===== config.mk =====
export PLATFORM = sky130hd
export DESIGN_NAME = ps2_mouse_packet_tracker
export DESIGN_NICKNAME = d
export VERILOG_FILES = /design/src/hw/rtl/ps2mpt_pkg.sv /design/src/hw/rtl/ps2mpt_front.sv /design/src/hw/rtl/ps2mpt_pkt_queue.sv /design/src/hw/rtl/ps2mpt_back.sv /design/src/hw/rtl/ps2_mouse_packet_tracker.sv
export SDC_FILE = /design/constraint.sdc
export NUM_CORES = 1
export LEC_CHECK = 0
export CORE_MARGIN = 2
export CORE_UTILIZATION = 50
export DETAILED_ROUTE_END_ITERATION = 7
export DONT_BUFFER_PORTS = 1
export PLACE_DENSITY = 0.76
export SKIP_CTS_REPAIR_TIMING = 1
export SLEW_MARGIN = 20
export SYNTH_ARGS = -nofsm -noshare
export SYNTH_HDL_FRONTEND = slang
export SYNTH_SLANG_ARGS = --single-unit

===== constraint.sdc =====
create_clock -name clk -period 11.3 [get_ports clk]
set_input_delay 2.26 -clock clk [delete_from_list [all_inputs] [get_ports clk]]
set_output_delay 2.26 -clock clk [all_outputs]
set_load 0.02 [all_outputs]

===== src/hw/rtl/ps2mpt_pkg.sv =====
// ----------------------------------------------------------------------------
// ps2mpt_pkg
// Shared types and constants for the PS/2 mouse packet tracker.
// ----------------------------------------------------------------------------
package ps2mpt_pkg;

  // Byte the mouse sends to acknowledge a command
  localparam logic [7:0] ACK_BYTE = 8'hFA;

  // Bit positions inside the flags byte
  localparam int LEFT_BIT   = 0;
  localparam int RIGHT_BIT  = 1;
  localparam int MIDDLE_BIT = 2;
  localparam int ALIGN_BIT  = 3;
  localparam int X_SIGN_BIT = 4;
  localparam int Y_SIGN_BIT = 5;
  localparam int X_OVF_BIT  = 6;
  localparam int Y_OVF_BIT  = 7;

  // Configuration registers
  localparam int LIMIT_W   = 10;
  localparam int CFG_IDX_W = 2;
  localparam logic [CFG_IDX_W-1:0] REG_X_LIMIT = 2'd0;
  localparam logic [CFG_IDX_W-1:0] REG_Y_LIMIT = 2'd1;
  localparam logic [LIMIT_W-1:0]   X_LIMIT_RST = 10'd79;
  localparam logic [LIMIT_W-1:0]   Y_LIMIT_RST = 10'd199;

  // Packet status codes
  localparam int STATUS_W = 2;
  localparam logic [STATUS_W-1:0] STATUS_APPLIED    = 2'd0;
  localparam logic [STATUS_W-1:0] STATUS_MISALIGNED = 2'd1;
  localparam logic [STATUS_W-1:0] STATUS_OVERFLOW   = 2'd2;

  // Depth of the packet queue between front and back
  localparam int PKT_Q_DEPTH = 2;

  // One assembled three-byte packet
  typedef struct packed {
    logic [7:0] flags;
    logic [7:0] x_delta;
    logic [7:0] y_delta;
  } pkt_t;

  // Packet queue status
  typedef struct packed {
    logic full;
    logic empty;
  } q_stat_t;

endpackage


===== src/hw/rtl/ps2mpt_front.sv =====
// ----------------------------------------------------------------------------
// ps2mpt_front
// Byte assembler: drops a leading acknowledge byte, gathers flags, X and Y
// bytes and pushes each complete packet into the packet queue.
// ----------------------------------------------------------------------------
module ps2mpt_front (
  input  logic                clk,
  input  logic                rst_n,
  input  logic                in_push,
  input  logic [7:0]          in_rx_byte,
  output logic                in_full,
  input  ps2mpt_pkg::q_stat_t q_stat,
  output logic                q_push,
  output ps2mpt_pkg::pkt_t    q_pkt
);
  import ps2mpt_pkg::*;

  // Byte position codes
  localparam logic [1:0] POS_FLAGS = 2'd0;
  localparam logic [1:0] POS_X     = 2'd1;
  localparam logic [1:0] POS_Y     = 2'd2;

  logic [1:0] pos_r, pos_nxt;
  logic [7:0] flags_r, flags_nxt;
  logic [7:0] x_delta_r, x_delta_nxt;
  logic       accept;

  assign in_full = q_stat.full;
  assign accept  = in_push && !in_full;

  // Packet handed to the queue on the Y byte
  assign q_pkt.flags   = flags_r;
  assign q_pkt.x_delta = x_delta_r;
  assign q_pkt.y_delta = in_rx_byte;

  // Byte position sequencer
  always_comb begin
    pos_nxt     = pos_r;
    flags_nxt   = flags_r;
    x_delta_nxt = x_delta_r;
    q_push      = 1'b0;
    if (accept) begin
      unique case (pos_r)
        POS_X: begin
          x_delta_nxt = in_rx_byte;
          pos_nxt     = POS_Y;
        end
        POS_Y: begin
          q_push  = 1'b1;
          pos_nxt = POS_FLAGS;
        end
        default: begin
          // flags slot; the unused code behaves the same
          pos_nxt = POS_FLAGS;
          if (in_rx_byte != ACK_BYTE) begin
            flags_nxt = in_rx_byte;
            pos_nxt   = POS_X;
          end
        end
      endcase
    end
  end

  always_ff @(posedge clk) begin
    if (!rst_n) begin
      pos_r     <= POS_FLAGS;
      flags_r   <= '0;
      x_delta_r <= '0;
    end else begin
      pos_r     <= pos_nxt;
      flags_r   <= flags_nxt;
      x_delta_r <= x_delta_nxt;
    end
  end

endmodule


===== src/hw/rtl/ps2mpt_pkt_queue.sv =====
// ----------------------------------------------------------------------------
// ps2mpt_pkt_queue
// Small packet FIFO that decouples the byte assembler from the cursor unit.
// ----------------------------------------------------------------------------
module ps2mpt_pkt_queue (
  input  logic                clk,
  input  logic                rst_n,
  input  logic                push,
  input  ps2mpt_pkg::pkt_t    push_pkt,
  input  logic                pop,
  output ps2mpt_pkg::pkt_t    head_pkt,
  output ps2mpt_pkg::q_stat_t stat
);
  import ps2mpt_pkg::*;

  localparam int PW = (PKT_Q_DEPTH > 1) ? $clog2(PKT_Q_DEPTH) : 1;
  localparam int CNTW = $clog2(PKT_Q_DEPTH + 1);
  localparam logic [PW-1:0]   LAST_PTR = PW'(PKT_Q_DEPTH - 1);
  localparam logic [CNTW-1:0] DEPTH_CNT = CNTW'(PKT_Q_DEPTH);

  pkt_t            mem_r [PKT_Q_DEPTH];
  logic [PW-1:0]   wr_ptr_r, wr_ptr_nxt;
  logic [PW-1:0]   rd_ptr_r, rd_ptr_nxt;
  logic [CNTW-1:0] count_r, count_nxt;
  logic            do_push, do_pop;

  assign stat.full  = (count_r == DEPTH_CNT);
  assign stat.empty = (count_r == '0);
  assign do_push    = push && !stat.full;
  assign do_pop     = pop && !stat.empty;
  assign head_pkt   = mem_r[rd_ptr_r];

  // Pointer and fill count update
  always_comb begin
    wr_ptr_nxt = wr_ptr_r;
    rd_ptr_nxt = rd_ptr_r;
    count_nxt  = count_r;
    if (do_push) begin
      wr_ptr_nxt = (wr_ptr_r == LAST_PTR) ? '0 : wr_ptr_r + 1'b1;
    end
    if (do_pop) begin
      rd_ptr_nxt = (rd_ptr_r == LAST_PTR) ? '0 : rd_ptr_r + 1'b1;
    end
    if (do_push && !do_pop) begin
      count_nxt = count_r + 1'b1;
    end else if (do_pop && !do_push) begin
      count_nxt = count_r - 1'b1;
    end
  end

  always_ff @(posedge clk) begin
    if (!rst_n) begin
      wr_ptr_r <= '0;
      rd_ptr_r <= '0;
      count_r  <= '0;
    end else begin
      wr_ptr_r <= wr_ptr_nxt;
      rd_ptr_r <= rd_ptr_nxt;
      count_r  <= count_nxt;
    end
  end

  // Entry storage
  always_ff @(posedge clk) begin
    if (do_push) begin
      mem_r[wr_ptr_r] <= push_pkt;
    end
  end

endmodule


===== src/hw/rtl/ps2mpt_back.sv =====
// ----------------------------------------------------------------------------
// ps2mpt_back
// Cursor unit: checks each packet, moves and clamps the cursor and holds the
// result in an output register until it is taken.
// ----------------------------------------------------------------------------
module ps2mpt_back #(
  parameter int POS_WIDTH = 10
) (
  input  logic                               clk,
  input  logic                               rst_n,
  input  ps2mpt_pkg::q_stat_t                q_stat,
  input  ps2mpt_pkg::pkt_t                   q_head,
  output logic                               q_pop,
  input  logic [ps2mpt_pkg::LIMIT_W-1:0]     x_limit,
  input  logic [ps2mpt_pkg::LIMIT_W-1:0]     y_limit,
  input  logic                               out_pop,
  output logic                               out_empty,
  output logic [ps2mpt_pkg::LIMIT_W-1:0]     out_pos_x,
  output logic [ps2mpt_pkg::LIMIT_W-1:0]     out_pos_y,
  output logic                               out_left_pressed,
  output logic                               out_middle_pressed,
  output logic                               out_right_pressed,
  output logic [ps2mpt_pkg::STATUS_W-1:0]    out_packet_status
);
  import ps2mpt_pkg::*;

  // Working width: holds cursor, limit and a signed 9-bit delta
  localparam int CW = ((POS_WIDTH > LIMIT_W) ? POS_WIDTH : LIMIT_W) + 2;
  localparam logic [CW-1:0] POS_MAX = CW'((64'd1 << POS_WIDTH) - 64'd1);

  // Clamp a signed sum to 0..ceiling
  function automatic logic [POS_WIDTH-1:0] clamp_pos(
    input logic signed [CW-1:0] v,
    input logic [CW-1:0]        lim
  );
    logic [CW-1:0] ceil_v;
    logic [CW-1:0] res;
    ceil_v = (lim < POS_MAX) ? lim : POS_MAX;
    if (v < 0) begin
      res = '0;
    end else if ($unsigned(v) > ceil_v) begin
      res = ceil_v;
    end else begin
      res = $unsigned(v);
    end
    return res[POS_WIDTH-1:0];
  endfunction

  // Cursor to 10-bit result field
  function automatic logic [LIMIT_W-1:0] to_field(input logic [POS_WIDTH-1:0] p);
    logic [CW-1:0] e;
    e = CW'(p);
    return e[LIMIT_W-1:0];
  endfunction

  logic [POS_WIDTH-1:0]  cur_x_r, cur_y_r;
  logic                  out_valid_r;
  logic [LIMIT_W-1:0]    pos_x_r, pos_y_r;
  logic                  left_r, middle_r, right_r;
  logic [STATUS_W-1:0]   status_r;

  logic [STATUS_W-1:0]   status;
  logic signed [CW-1:0]  dx, dy, sum_x, sum_y;
  logic [POS_WIDTH-1:0]  new_x, new_y;
  logic                  take;

  // Packet check
  always_comb begin
    if (!q_head.flags[ALIGN_BIT]) begin
      status = STATUS_MISALIGNED;
    end else if (q_head.flags[X_OVF_BIT] || q_head.flags[Y_OVF_BIT]) begin
      status = STATUS_OVERFLOW;
    end else begin
      status = STATUS_APPLIED;
    end
  end

  // Move and clamp
  assign dx    = CW'($signed({q_head.flags[X_SIGN_BIT], q_head.x_delta}));
  assign dy    = CW'($signed({q_head.flags[Y_SIGN_BIT], q_head.y_delta}));
  assign sum_x = $signed(CW'(cur_x_r)) + dx;
  assign sum_y = $signed(CW'(cur_y_r)) - dy;
  assign new_x = clamp_pos(sum_x, CW'(x_limit));
  assign new_y = clamp_pos(sum_y, CW'(y_limit));

  // Take a packet when the output register is free or being emptied
  assign take  = !q_stat.empty && (!out_valid_r || out_pop);
  assign q_pop = take;

  // Cursor and output valid
  always_ff @(posedge clk) begin
    if (!rst_n) begin
      cur_x_r     <= '0;
      cur_y_r     <= '0;
      out_valid_r <= 1'b0;
    end else begin
      if (take) begin
        out_valid_r <= 1'b1;
        if (status == STATUS_APPLIED) begin
          cur_x_r <= new_x;
          cur_y_r <= new_y;
        end
      end else if (out_pop) begin
        out_valid_r <= 1'b0;
      end
    end
  end

  // Result payload
  always_ff @(posedge clk) begin
    if (take) begin
      pos_x_r  <= (status == STATUS_APPLIED) ? to_field(new_x) : to_field(cur_x_r);
      pos_y_r  <= (status == STATUS_APPLIED) ? to_field(new_y) : to_field(cur_y_r);
      left_r   <= q_head.flags[LEFT_BIT];
      middle_r <= q_head.flags[MIDDLE_BIT];
      right_r  <= q_head.flags[RIGHT_BIT];
      status_r <= status;
    end
  end

  assign out_empty          = !out_valid_r;
  assign out_pos_x          = pos_x_r;
  assign out_pos_y          = pos_y_r;
  assign out_left_pressed   = left_r;
  assign out_middle_pressed = middle_r;
  assign out_right_pressed  = right_r;
  assign out_packet_status  = status_r;

endmodule


===== src/hw/rtl/ps2_mouse_packet_tracker.sv =====
// ----------------------------------------------------------------------------
// ps2_mouse_packet_tracker
// Follows a PS/2 mouse byte stream, decodes three-byte packets and keeps a
// clamped cursor position.
// ----------------------------------------------------------------------------
//  channel  | ports                                          | transaction when
//  ---------+------------------------------------------------+-------------------
//  input    | in_push, in_full, in_rx_byte                   | in_push && !in_full
//  result   | out_pop, out_empty, out_pos_x/_y, out_*_pressed,| out_pop && !out_empty
//           | out_packet_status                              |
//  config   | cfg_we, cfg_index, cfg_wdata                   | cfg_we
//
// One byte is taken per cycle while in_full is low. The edge that takes a
// packet's Y byte writes it into the packet queue; the cursor unit's output
// register loads it from the queue head once free or being emptied. The cursor
// adder and clamp handle one packet per cycle unless the result port stalls.
// Reset (rst_n low, synchronous) clears the cursor and byte position and
// loads the limits with 79 and 199. No clearing pass.
// A stalled result port backs up the two-entry packet queue; in_full rises
// only when that queue is full.
// ----------------------------------------------------------------------------
module ps2_mouse_packet_tracker #(
  parameter int POS_WIDTH = 10
) (
  input  logic                               clk,
  input  logic                               rst_n,
  // input bytes
  input  logic                               in_push,
  input  logic [7:0]                         in_rx_byte,
  output logic                               in_full,
  // results
  input  logic                               out_pop,
  output logic                               out_empty,
  output logic [ps2mpt_pkg::LIMIT_W-1:0]     out_pos_x,
  output logic [ps2mpt_pkg::LIMIT_W-1:0]     out_pos_y,
  output logic                               out_left_pressed,
  output logic                               out_middle_pressed,
  output logic                               out_right_pressed,
  output logic [ps2mpt_pkg::STATUS_W-1:0]    out_packet_status,
  // configuration
  input  logic                               cfg_we,
  input  logic [ps2mpt_pkg::CFG_IDX_W-1:0]   cfg_index,
  input  logic [ps2mpt_pkg::LIMIT_W-1:0]     cfg_wdata
);
  import ps2mpt_pkg::*;

  logic [LIMIT_W-1:0] x_limit_r, y_limit_r;
  q_stat_t            q_stat;
  pkt_t               q_pkt, q_head;
  logic               q_push, q_pop;

  // Limit registers
  always_ff @(posedge clk) begin
    if (!rst_n) begin
      x_limit_r <= X_LIMIT_RST;
      y_limit_r <= Y_LIMIT_RST;
    end else if (cfg_we) begin
      if (cfg_index == REG_X_LIMIT) begin
        x_limit_r <= cfg_wdata;
      end else if (cfg_index == REG_Y_LIMIT) begin
        y_limit_r <= cfg_wdata;
      end
    end
  end

  // Byte assembler
  ps2mpt_front u_front (
    .clk        (clk),
    .rst_n      (rst_n),
    .in_push    (in_push),
    .in_rx_byte (in_rx_byte),
    .in_full    (in_full),
    .q_stat     (q_stat),
    .q_push     (q_push),
    .q_pkt      (q_pkt)
  );

  // Packet queue
  ps2mpt_pkt_queue u_queue (
    .clk      (clk),
    .rst_n    (rst_n),
    .push     (q_push),
    .push_pkt (q_pkt),
    .pop      (q_pop),
    .head_pkt (q_head),
    .stat     (q_stat)
  );

  // Cursor unit
  ps2mpt_back #(
    .POS_WIDTH (POS_WIDTH)
  ) u_back (
    .clk                (clk),
    .rst_n              (rst_n),
    .q_stat             (q_stat),
    .q_head             (q_head),
    .q_pop              (q_pop),
    .x_limit            (x_limit_r),
    .y_limit            (y_limit_r),
    .out_pop            (out_pop),
    .out_empty          (out_empty),
    .out_pos_x          (out_pos_x),
    .out_pos_y          (out_pos_y),
    .out_left_pressed   (out_left_pressed),
    .out_middle_pressed (out_middle_pressed),
    .out_right_pressed  (out_right_pressed),
    .out_packet_status  (out_packet_status)
  );

  // Checks
  a_push_not_full: assert property (@(posedge clk) disable iff (!rst_n)
    q_push |-> !q_stat.full)
    else $error("packet pushed into full queue");

  a_push_on_accept: assert property (@(posedge clk) disable iff (!rst_n)
    q_push |-> (in_push && !in_full))
    else $error("packet pushed without a byte transaction");

  a_applied_in_range: assert property (@(posedge clk) disable iff (!rst_n)
    (!out_empty && out_packet_status == STATUS_APPLIED) |->
      (out_pos_x <= x_limit_r && out_pos_y <= y_limit_r))
    else $error("applied cursor outside its limits");

  a_pop_on_take: assert property (@(posedge clk) disable iff (!rst_n)
    q_pop |=> !out_empty)
    else $error("packet taken from queue but no result held");

endmodule


==> impl_metrics.env, run 1 <==
export IMPL_status="completed"
export IMPL_relSlewSlack_pct=43.06
export IMPL_cts_buffers=17
export IMPL_layout_drive_gt1_share_pct=9.545
export IMPL_setup_viol=0
export IMPL_die_h_um=121.0
export IMPL_dp_worst_setup_slack_ns=6.191
export IMPL_synth_cell_type_count=66
export IMPL_final_common_cell="nand2_1"
export IMPL_switching_share_pct=34.40
export IMPL_grt_pass1_vias=4942
export IMPL_fin_crit_sh_pct=44.16
export IMPL_peakVddDrop_v=0.0001944
export IMPL_rsz0062_at_grt="no"
export IMPL_synth_ff_type="edfxtp_1"
export IMPL_wire_per_inst_um=18.28
export IMPL_p_switching_mw=0.5948
export IMPL_fin_skew_ns=0.006991
export IMPL_cts_sinks=137
export IMPL_worst_slack_ns=6.310
export IMPL_htreeDepth=4
export IMPL_period_needed_ns=4.990
export IMPL_p_int_mw=1.134
export IMPL_routed_via_count=4823
export IMPL_antenna_found_initial=0
export IMPL_rows=42
export IMPL_path_clk_slew_ns=0.06
export IMPL_p_comb_share_pct=28.5
export IMPL_fmax_mhz=200.4
export IMPL_grt_max_degree=52
export IMPL_p_leak_nw=3.011
export IMPL_worst_setup_path_start_kind="flip-flop"
export IMPL_worst_endpoint_arrival_ns=5.15
export IMPL_required_ns=11.46
export IMPL_synth_cells=646
export IMPL_ys_seq_elements=137
export IMPL_path_class="flip-flop to flip-flop"
export IMPL_p_per_area_mw_per_mm2=226.7
export IMPL_hpwlAfterDp_um=10840
export IMPL_min_path_type="flip-flop to flip-flop"
export IMPL_clockPowerShare_pct=31.6
export IMPL_antenna_cells=0
export IMPL_drtPass1Iterations=5
export IMPL_maxCapViolCount=0
export IMPL_first_iter_violations=303
export IMPL_grt_ovfl_total=0
export IMPL_clk_insertion_delay_late_ns=0.42
export IMPL_grt_pass1_wl_um=24470
export IMPL_tns_ns=0
export IMPL_ys_seq_area_share_pct=50.72
export IMPL_grt_usage_pct=21.91
export IMPL_yosys_warnings=0
export IMPL_cts_root_buf="clkbuf_16"
export IMPL_cts_tree="done"
export IMPL_pin_count=52
export IMPL_drt_antenna_violating_nets=0
export IMPL_clockBufferDepth=2
export IMPL_synth_edf_count=73
export IMPL_port_buffers=0
export IMPL_hold_viol_final=0
export IMPL_maxSlewViolCount=0
export IMPL_vias_per_cell=5.769
export IMPL_initial_core_util_pct=51.51
export IMPL_final_nets=720
export IMPL_pwr_share_seq_pct=40.0
export IMPL_tightest_slew_ns=0.8542
export IMPL_gp_congestion=0.9319
export IMPL_fp_dieArea_mm2=0.01465
export IMPL_drcViolationCount=0
export IMPL_path_max_fanout=13
export IMPL_async_flop_share_pct=0
export IMPL_die_x_um=121.0
export IMPL_core_area_mm2=0.01330
export IMPL_syn_area_mm2=0.006848
export IMPL_synth_nets=719
export IMPL_routed_wl_um=15280
export IMPL_worst_setup_path_end_kind="flip-flop"
export IMPL_avgSynthCellArea_um2=10.60
export IMPL_final_cell_mix="nand2_1 (89), edfxtp_1 (73), dfxtp_1 (64)"
export IMPL_syn2layout_area_growth_pct=11.38
state kept, by name, indices dropped and copies added (netlist names), 8 cells and up, named ones only:
register	cells
u_back.cur_x_r	10
u_back.cur_y_r	10
u_back.out_pos_x	10
u_back.out_pos_y	10
u_front.flags_r	8
u_front.x_delta_r	8
u_queue.mem_r	48
x_limit_r	10
y_limit_r	10
layout make-up:
cell class                 instances  area (um2)
tap                              176       220.2
clock buffer                      19       475.5
multi-input combinational        444        3142
inverter                          40       150.1
fill                            1098        5668
timing repair buffer               7       52.55
clock inverter                    13       113.9
sequential                       137        3473
stage by stage:
stage	hold WS (ns)	util, %	total power [mW]	std cells	area, um2
6_report	0.4610	57.37	1.729	836	7627
5_1_grt	0.4819	57.37	1.812	836	7627
4_1_cts	0.4629	57.22	1.728	835	7607
3_5_place_dp	0.4487	52.79	1.179	803	7018
3_3_place_gp	0.4357	52.79	1.160	803	7018
2_1_floorplan	0.4253	-	1.061	646	6848
critical path: stages (launching register included):
cell and delay, ns:
dfxtp_1 0.70, mux2_2 0.42, ha_1 0.22, inv_1 0.08
fa_1 0.21, nor2b_1 0.07, o31a_1 0.30, o311ai_0 0.30
nand2b_1 0.11, xor2_1 0.23, ha_1 0.31, a211oi_1 0.27
o21ai_0 0.14, o21ai_1 0.46, o211ai_1 0.40, o211ai_1 0.36
o21ai_0 0.13
kinds of logic (layout without fill, tap and decap cells):
| logic type | after synthesis | count (layout) | synth area share, % |
|---|---|---|---|
| adders and majority gates | 48 | 48 | 8.990 |
| buffers and inverters | 65 | 79 | 3.727 |
| muxes | 38 | 38 | 5.756 |
| xor gates and xnor gates | 20 | 20 | 2.558 |
| DFF | 137 | 137 | 50.72 |
| AOI/OAI and AO/OA | 159 | 159 | 16.04 |
| and+or+nand+nor | 179 | 179 | 12.21 |
worst paths after layout:
check / from / to / slack [ns] / cells after the start
worst max register to register: flip-flop / u_back.out_pos_x[1] / 6.31 / 16
worst min-delay path: u_front.flags_r[6] / u_queue.mem_r[1][22] / 0.46 / 0
worst max-delay path: flip-flop / u_back.out_pos_x[1] / 6.31 / 16
worst min register to register: u_front.flags_r[6] / u_queue.mem_r[1][22] / 0.46 / 0
power by group through the flow:
stage,logic (mW),clock network [mW],registers [mW]
detailed placement,0.477,0,0.701
floorplan,0.380,0,0.681
global placement,0.460,0,0.700
finish,0.492,0.546,0.691
CTS,0.484,0.551,0.692
global route,0.543,0.570,0.699
cell usage after synthesis, drive strengths merged, types with 11 or more instances:
cell | instances | area (um2)
clkbuf | 18 | 67.56
nor2 | 24 | 92.59
o21ai | 35 | 175.2
nor2b | 14 | 87.58
xnor2 | 13 | 113.9
mux2i | 27 | 270.3
nand2 | 89 | 334.1
o211ai | 18 | 135.1
edfxtp | 73 | 2192
mux2 | 11 | 123.9
dfxtp | 64 | 1281
a21o | 13 | 97.59
nand3 | 17 | 90.09
a21oi | 27 | 138.9
inv | 40 | 150.1
ha | 46 | 575.6
a21boi | 22 | 165.2
metal layers:
metal / share of wire, % / up-vias / GRT usage, % / wire (um)
met5: 0 / - / 0 / 0
met4: 2.6 / 0 / 8.939 / 392
met3: 6.1 / 27 / 6.203 / 929
met2: 47 / 138 / 35.18 / 7171
met1: 44 / 2320 / 27.86 / 6790
li1: - / 2338 / - / -
(Power assumes the default switching activity.)
==> inputs of run 2 (changes only) <==
--- a/config.mk
+++ b/config.mk
@@ -9,7 +9,7 @@
 export CORE_UTILIZATION = 50
 export DETAILED_ROUTE_END_ITERATION = 7
 export DONT_BUFFER_PORTS = 1
-export PLACE_DENSITY = 0.76
+export PLACE_DENSITY = 0.79
 export SKIP_CTS_REPAIR_TIMING = 1
 export SLEW_MARGIN = 20
 export SYNTH_ARGS = -nofsm -noshare
==> constraint.sdc (replaced) <==
create_clock -name clk -period 4.48 [get_ports clk]
set_input_delay 0.896 -clock clk [delete_from_list [all_inputs] [get_ports clk]]
set_output_delay 0.896 -clock clk [all_outputs]
set_load 0.02 [all_outputs]
==> impl_metrics.env, run 2 (synthesis gave the netlist of run 1 again) <==
export IMPL_maxSlewViolCount=0
export IMPL_grt_ovfl_total=0
export IMPL_path_class="flip-flop to flip-flop"
export IMPL_clk_insertion_delay_late_ns=0.42
export IMPL_hpwlAfterDp_um=10850
export IMPL_layout_drive_gt1_share_pct=10.53
export IMPL_tightest_slew_ns=1.136
export IMPL_routed_wl_um=15170
export IMPL_final_nets=725
export IMPL_first_iter_violations=301
export IMPL_cts_buffers=17
export IMPL_pin_count=52
export IMPL_max_stage_delay_ns=0.42
export IMPL_worst_setup_path_end_kind="flip-flop"
export IMPL_die_x_um=121.0
export IMPL_vias_per_cell=5.751
export IMPL_tns_ns=0
export IMPL_wire_per_inst_um=18.03
export IMPL_antenna_found_initial=0
export IMPL_peakVddDrop_v=0.0005079
export IMPL_p_per_area_mw_per_mm2=564.8
export IMPL_fin_crit_sh_pct=94.33
export IMPL_drcViolationCount=0
export IMPL_port_buffers=0
export IMPL_min_to="u_queue.mem_r[0][14]"
export IMPL_reg2reg_slack_ns=0.25
export IMPL_drtPass1Iterations=5
export IMPL_required_ns=4.80
export IMPL_routed_via_count=4837
export IMPL_maxCapViolCount=0
export IMPL_path_max_fanout=14
export IMPL_use_met2_pct=34.66
export IMPL_rsz0062_at_grt="no"
export IMPL_clockBufferDepth=2
export IMPL_syn2layout_area_growth_pct=11.57
export IMPL_min_path_type="flip-flop to flip-flop"
export IMPL_period_needed_ns=4.226
export IMPL_path_clk_slew_ns=0.06
export IMPL_grt_pass1_vias=4850
export IMPL_setup_viol=0
export IMPL_fin_skew_ns=0.006621
export IMPL_relSlewSlack_pct=23.92
export IMPL_cts_tree="done"
export IMPL_worst_slack_ns=0.2541
export IMPL_rows=42
export IMPL_slowest_stage="fa_1"
export IMPL_dp_worst_setup_slack_ns=0.2555
export IMPL_antenna_cells=0
export IMPL_htreeDepth=4
export IMPL_hold_viol_final=0
export IMPL_status="completed"
export IMPL_met1_usage_pct=28.68
export IMPL_reg2reg_depth=18
export IMPL_final_common_cell="nand2_1"
export IMPL_drt_antenna_violating_nets=0
export IMPL_path_cells="buf_4, mux2_2, ha_1, inv_1, fa_1, a211oi_2, o21bai_1, a21oi_1, xnor2_1, ha_1, nand3_1, a211o_1, a221oi_1, a311oi_2, buf_4, mux2i_1, o21ai_1, o21ba_1"
export IMPL_worst_endpoint_arrival_ns=4.54
export IMPL_initial_core_util_pct=51.51
export IMPL_grt_use_met3_pct=6.062
export IMPL_grt_pass1_wl_um=24350
export IMPL_whs_ns=0.4545
export IMPL_fp_dieArea_mm2=0.01465
export IMPL_p_leak_nw=3.016
export IMPL_grt_busiest_layer="met2"
export IMPL_cts_root_buf="clkbuf_16"
export IMPL_grt_usage_pct=21.94
export IMPL_largest_reg_flops=48
export IMPL_cts_sinks=137
export IMPL_worst_setup_path_start_kind="flip-flop"
export IMPL_gp_congestion=0.9507
export IMPL_hold_start="u_front.x_delta_r[6]"
export IMPL_r2r_end="u_back.cur_y_r[1]"
export IMPL_core_area_mm2=0.01330
export IMPL_die_h_um=121.0
export IMPL_grt_max_degree=52
export IMPL_fmax_mhz=236.6
export IMPL_top_register="u_queue.mem_r"
export IMPL_final_cell_mix="nand2_1 (89), edfxtp_1 (73), dfxtp_1 (63)"
export IMPL_hold_path_depth=0
## run 2: worst max path at each step
stage,slack [ns],from,depth (start not counted),to
6_report,0.25,flip-flop,18,u_back.cur_y_r[1]
3_5_place_dp,0.26,flip-flop,19,u_back.cur_y_r[1]
2_1_floorplan,0.03,flip-flop,19,u_back.out_pos_x[5]
4_1_cts,0.23,flip-flop,19,u_back.cur_y_r[1]
3_3_place_gp,0.35,flip-flop,19,u_back.cur_y_r[1]
5_1_grt,0.004,flip-flop,19,u_back.cur_y_r[1]
## run 2: final cells by class
type / instances / area [um2]
multi-input combinational: 444 / 3141
clock buffer: 19 / 442.9
timing repair buffer: 12 / 90.09
inverter: 40 / 150.1
fill: 1084 / 5655
sequential: 137 / 3475
clock inverter: 13 / 121.4
tap: 176 / 220.2
## run 2: worst max-delay path, delay by kind of cell (launching register included)
family / cells / cell delay (ns)
adder cells (fa/ha/maj): 3 / 0.89
flip-flops: 1 / 0.36
AO/OA/AOI/OAI: 8 / 1.63
buffers and inverters: 3 / 0.51
multiplexers: 2 / 0.43
XOR/XNOR: 1 / 0.14
AND/OR/NAND/NOR: 1 / 0.15
## run 2: power by group
group	switching, mW	leakage [nW]	internal (mW)
clock network	0.541	0.274	0.780
registers	0.191	1.20	1.54
logic	0.753	1.54	0.512
total	1.48	3.02	2.83
## run 2: metrics by stage
stage,util [%],instance area [um2],power [mW],instances
final,57.46,7640,4.315,841
after global routing,57.46,7640,4.547,841
after CTS,57.29,7617,4.325,839
after detailed placement,53.05,7053,2.994,807
after global placement,53.01,7048,2.949,807
after floorplan,-,6848,2.677,646
## run 2: per-layer routing
layer / wire (um) / up-vias
met5: 0 / -
met4: 250 / 0
met3: 1145 / 24
met2: 7133 / 164
met1: 6638 / 2302
li1: - / 2347
==> inputs of run 3 (changes only) <==
--- a/config.mk
+++ b/config.mk
@@ -10,6 +10,7 @@
 export DETAILED_ROUTE_END_ITERATION = 7
 export DONT_BUFFER_PORTS = 1
 export PLACE_DENSITY = 0.79
+export SETUP_SLACK_MARGIN = 0.4
 export SKIP_CTS_REPAIR_TIMING = 1
 export SLEW_MARGIN = 20
 export SYNTH_ARGS = -nofsm -noshare
==> impl_metrics.env, run 3 (synthesis gave the netlist of run 1 again) <==
export IMPL_status="completed"
export IMPL_vias_per_cell=5.882
export IMPL_htreeDepth=4
export IMPL_cts_root_buf="clkbuf_16"
export IMPL_final_common_cell="nand2_1"
export IMPL_setup_viol=0
export IMPL_tns_ns=0
export IMPL_cts_tree="done"
export IMPL_relSlewSlack_pct=27.26
export IMPL_p_int_mw=2.904
export IMPL_gp_congestion=0.8986
export IMPL_switching_share_pct=34.92
export IMPL_regArea_mm2=0.003477
export IMPL_drt_antenna_violating_nets=0
export IMPL_min_path_type="flip-flop to flip-flop"
export IMPL_path_clk_slew_ns=0.06
export IMPL_pin_count=52
export IMPL_period_needed_ns=4.132
export IMPL_clockPowerShare_pct=27.3
export IMPL_port_buffers=0
export IMPL_fin_crit_sh_pct=92.22
export IMPL_p_leak_nw=3.126
export IMPL_maxSlewViolCount=0
export IMPL_hpwlAfterDp_um=11240
export IMPL_grt_usage_pct=22.74
export IMPL_core_area_mm2=0.01330
export IMPL_layout_drive_gt1_share_pct=17.20
export IMPL_final_cells=862
export IMPL_grt_pass1_wl_um=25240
export IMPL_p_per_area_mw_per_mm2=561.0
export IMPL_tightest_slew_ns=1.086
export IMPL_initial_core_util_pct=51.51
export IMPL_cts_buffers=17
export IMPL_drcViolationCount=0
export IMPL_fmax_mhz=242.0
export IMPL_required_ns=4.64
export IMPL_wire_per_inst_um=18.89
export IMPL_routed_via_count=5070
export IMPL_grt_pass1_vias=5059
export IMPL_cts_sinks=137
export IMPL_syn2layout_area_growth_pct=16.15
export IMPL_clockBufferDepth=2
export IMPL_antenna_cells=0
export IMPL_routed_wl_um=16280
export IMPL_top_register="u_queue.mem_r"
export IMPL_p_switching_mw=1.558
export IMPL_whs_ns=0.4614
export IMPL_final_area_mm2=0.007954
export IMPL_peakVddDrop_v=0.0003627
export IMPL_rsz0062_at_grt="yes"
export IMPL_fp_dieArea_mm2=0.01465
export IMPL_final_nets=746
export IMPL_post_dp_cell_area_mm2=0.007106
export IMPL_worst_setup_path_start_kind="flip-flop"
export IMPL_multi_input_area_mm2=0.003322
export IMPL_grt_max_degree=52
export IMPL_wl_met3_um=1172
export IMPL_clk_insertion_delay_late_ns=0.43
export IMPL_n_fill_cell=1058
export IMPL_first_iter_violations=320
export IMPL_hold_viol_final=0
export IMPL_worst_endpoint_arrival_ns=4.29
export IMPL_largest_reg_flops=48
export IMPL_top_layer_used="met4"
export IMPL_worst_slack_ns=0.3484
export IMPL_die_x_um=121.0
export IMPL_pwr_share_seq_pct=39.0
export IMPL_drtPass1Iterations=5
export IMPL_fin_skew_ns=0.007910
export IMPL_path_class="flip-flop to flip-flop"
export IMPL_rows=42
export IMPL_path_max_fanout=9
export IMPL_worst_setup_path_end_kind="flip-flop"
export IMPL_die_h_um=121.0
export IMPL_dp_worst_setup_slack_ns=-0.1142
export IMPL_wl_met1_um=7028
export IMPL_dp_cells=814
export IMPL_antenna_found_initial=0
export IMPL_p_comb_share_pct=33.7
export IMPL_maxCapViolCount=0
export IMPL_final_cell_mix="nand2_1 (88), edfxtp_1 (73), dfxtp_1 (63)"
export IMPL_wl_met2_um=7561
export IMPL_grt_ovfl_total=0
==> run 3: cell count changes in the layout (fill, tap and decap cells not counted), moves of 3 or more <==
| cell | delta |
|---|---|
| buf_4 | +18 |
| ha_1 | -6 |
| mux2i_1 | -6 |
| mux2i_2 | +6 |
| clkinv_1 | +3 |
| ha_2 | +3 |
| ha_4 | +3 |
| nor3_1 | -3 |
| nor3_2 | +3 |
==> run 3: final timing paths <==
| kind | slack, ns | end | cells after the start | from |
|---|---|---|---|---|
| worst max-delay path | 0.35 | u_back.out_pos_x[1] | 17 | flip-flop |
| worst min-delay path | 0.46 | u_queue.mem_r[1][14] | 0 | u_front.x_delta_r[6] |
| worst max register to register | 0.35 | u_back.out_pos_x[1] | 17 | flip-flop |
| worst min register to register | 0.46 | u_queue.mem_r[1][14] | 0 | u_front.x_delta_r[6] |
==> run 3: layout make-up <==
cell class / count / area share [%]
tap: 176 / 2.769
multi-input combinational: 444 / 41.77
clock buffer: 20 / 5.490
inverter: 40 / 1.888
sequential: 137 / 43.72
clock inverter: 12 / 0.9753
timing repair buffer: 33 / 3.398
==> run 3: layer usage <==
metal / track usage (%) / vias to the layer above
met5: 0 / -
met4: 11.12 / 0
met3: 7.378 / 44
met2: 36.20 / 204
met1: 27.81 / 2441
li1: - / 2381
==> run 3: metrics by stage <==
step                util [%]  power, mW
floorplan                  -      2.686
global placement       53.44      2.974
detailed placement     53.44      3.019
CTS                    57.31      4.251
global route           59.82      4.676
finish                 59.82      4.462
==> run 3: worst max-delay path, stage by stage (launching register included) <==
cell	delay [ns]
dfxtp_4	0.39
buf_12	0.14
mux2_4	0.31
ha_4	0.23
nor2b_2	0.16
o31a_1	0.34
o311ai_2	0.23
nand2b_1	0.12
xor2_2	0.16
ha_1	0.33
and3_4	0.20
nand3_2	0.09
o31a_1	0.32
o21ai_4	0.11
o211ai_1	0.17
buf_4	0.20
o211ai_1	0.22
o21ai_0	0.14
==> run 3: power groups by stage <==
| stage | Clock, mW | Combinational, mW | Sequential, mW |
|---|---|---|---|
| after floorplan | 0 | 0.969 | 1.72 |
| after global placement | 0 | 1.22 | 1.75 |
| after detailed placement | 0 | 1.26 | 1.76 |
| after CTS | 1.24 | 1.28 | 1.73 |
| after global routing | 1.29 | 1.63 | 1.76 |
| final | 1.22 | 1.50 | 1.74 |
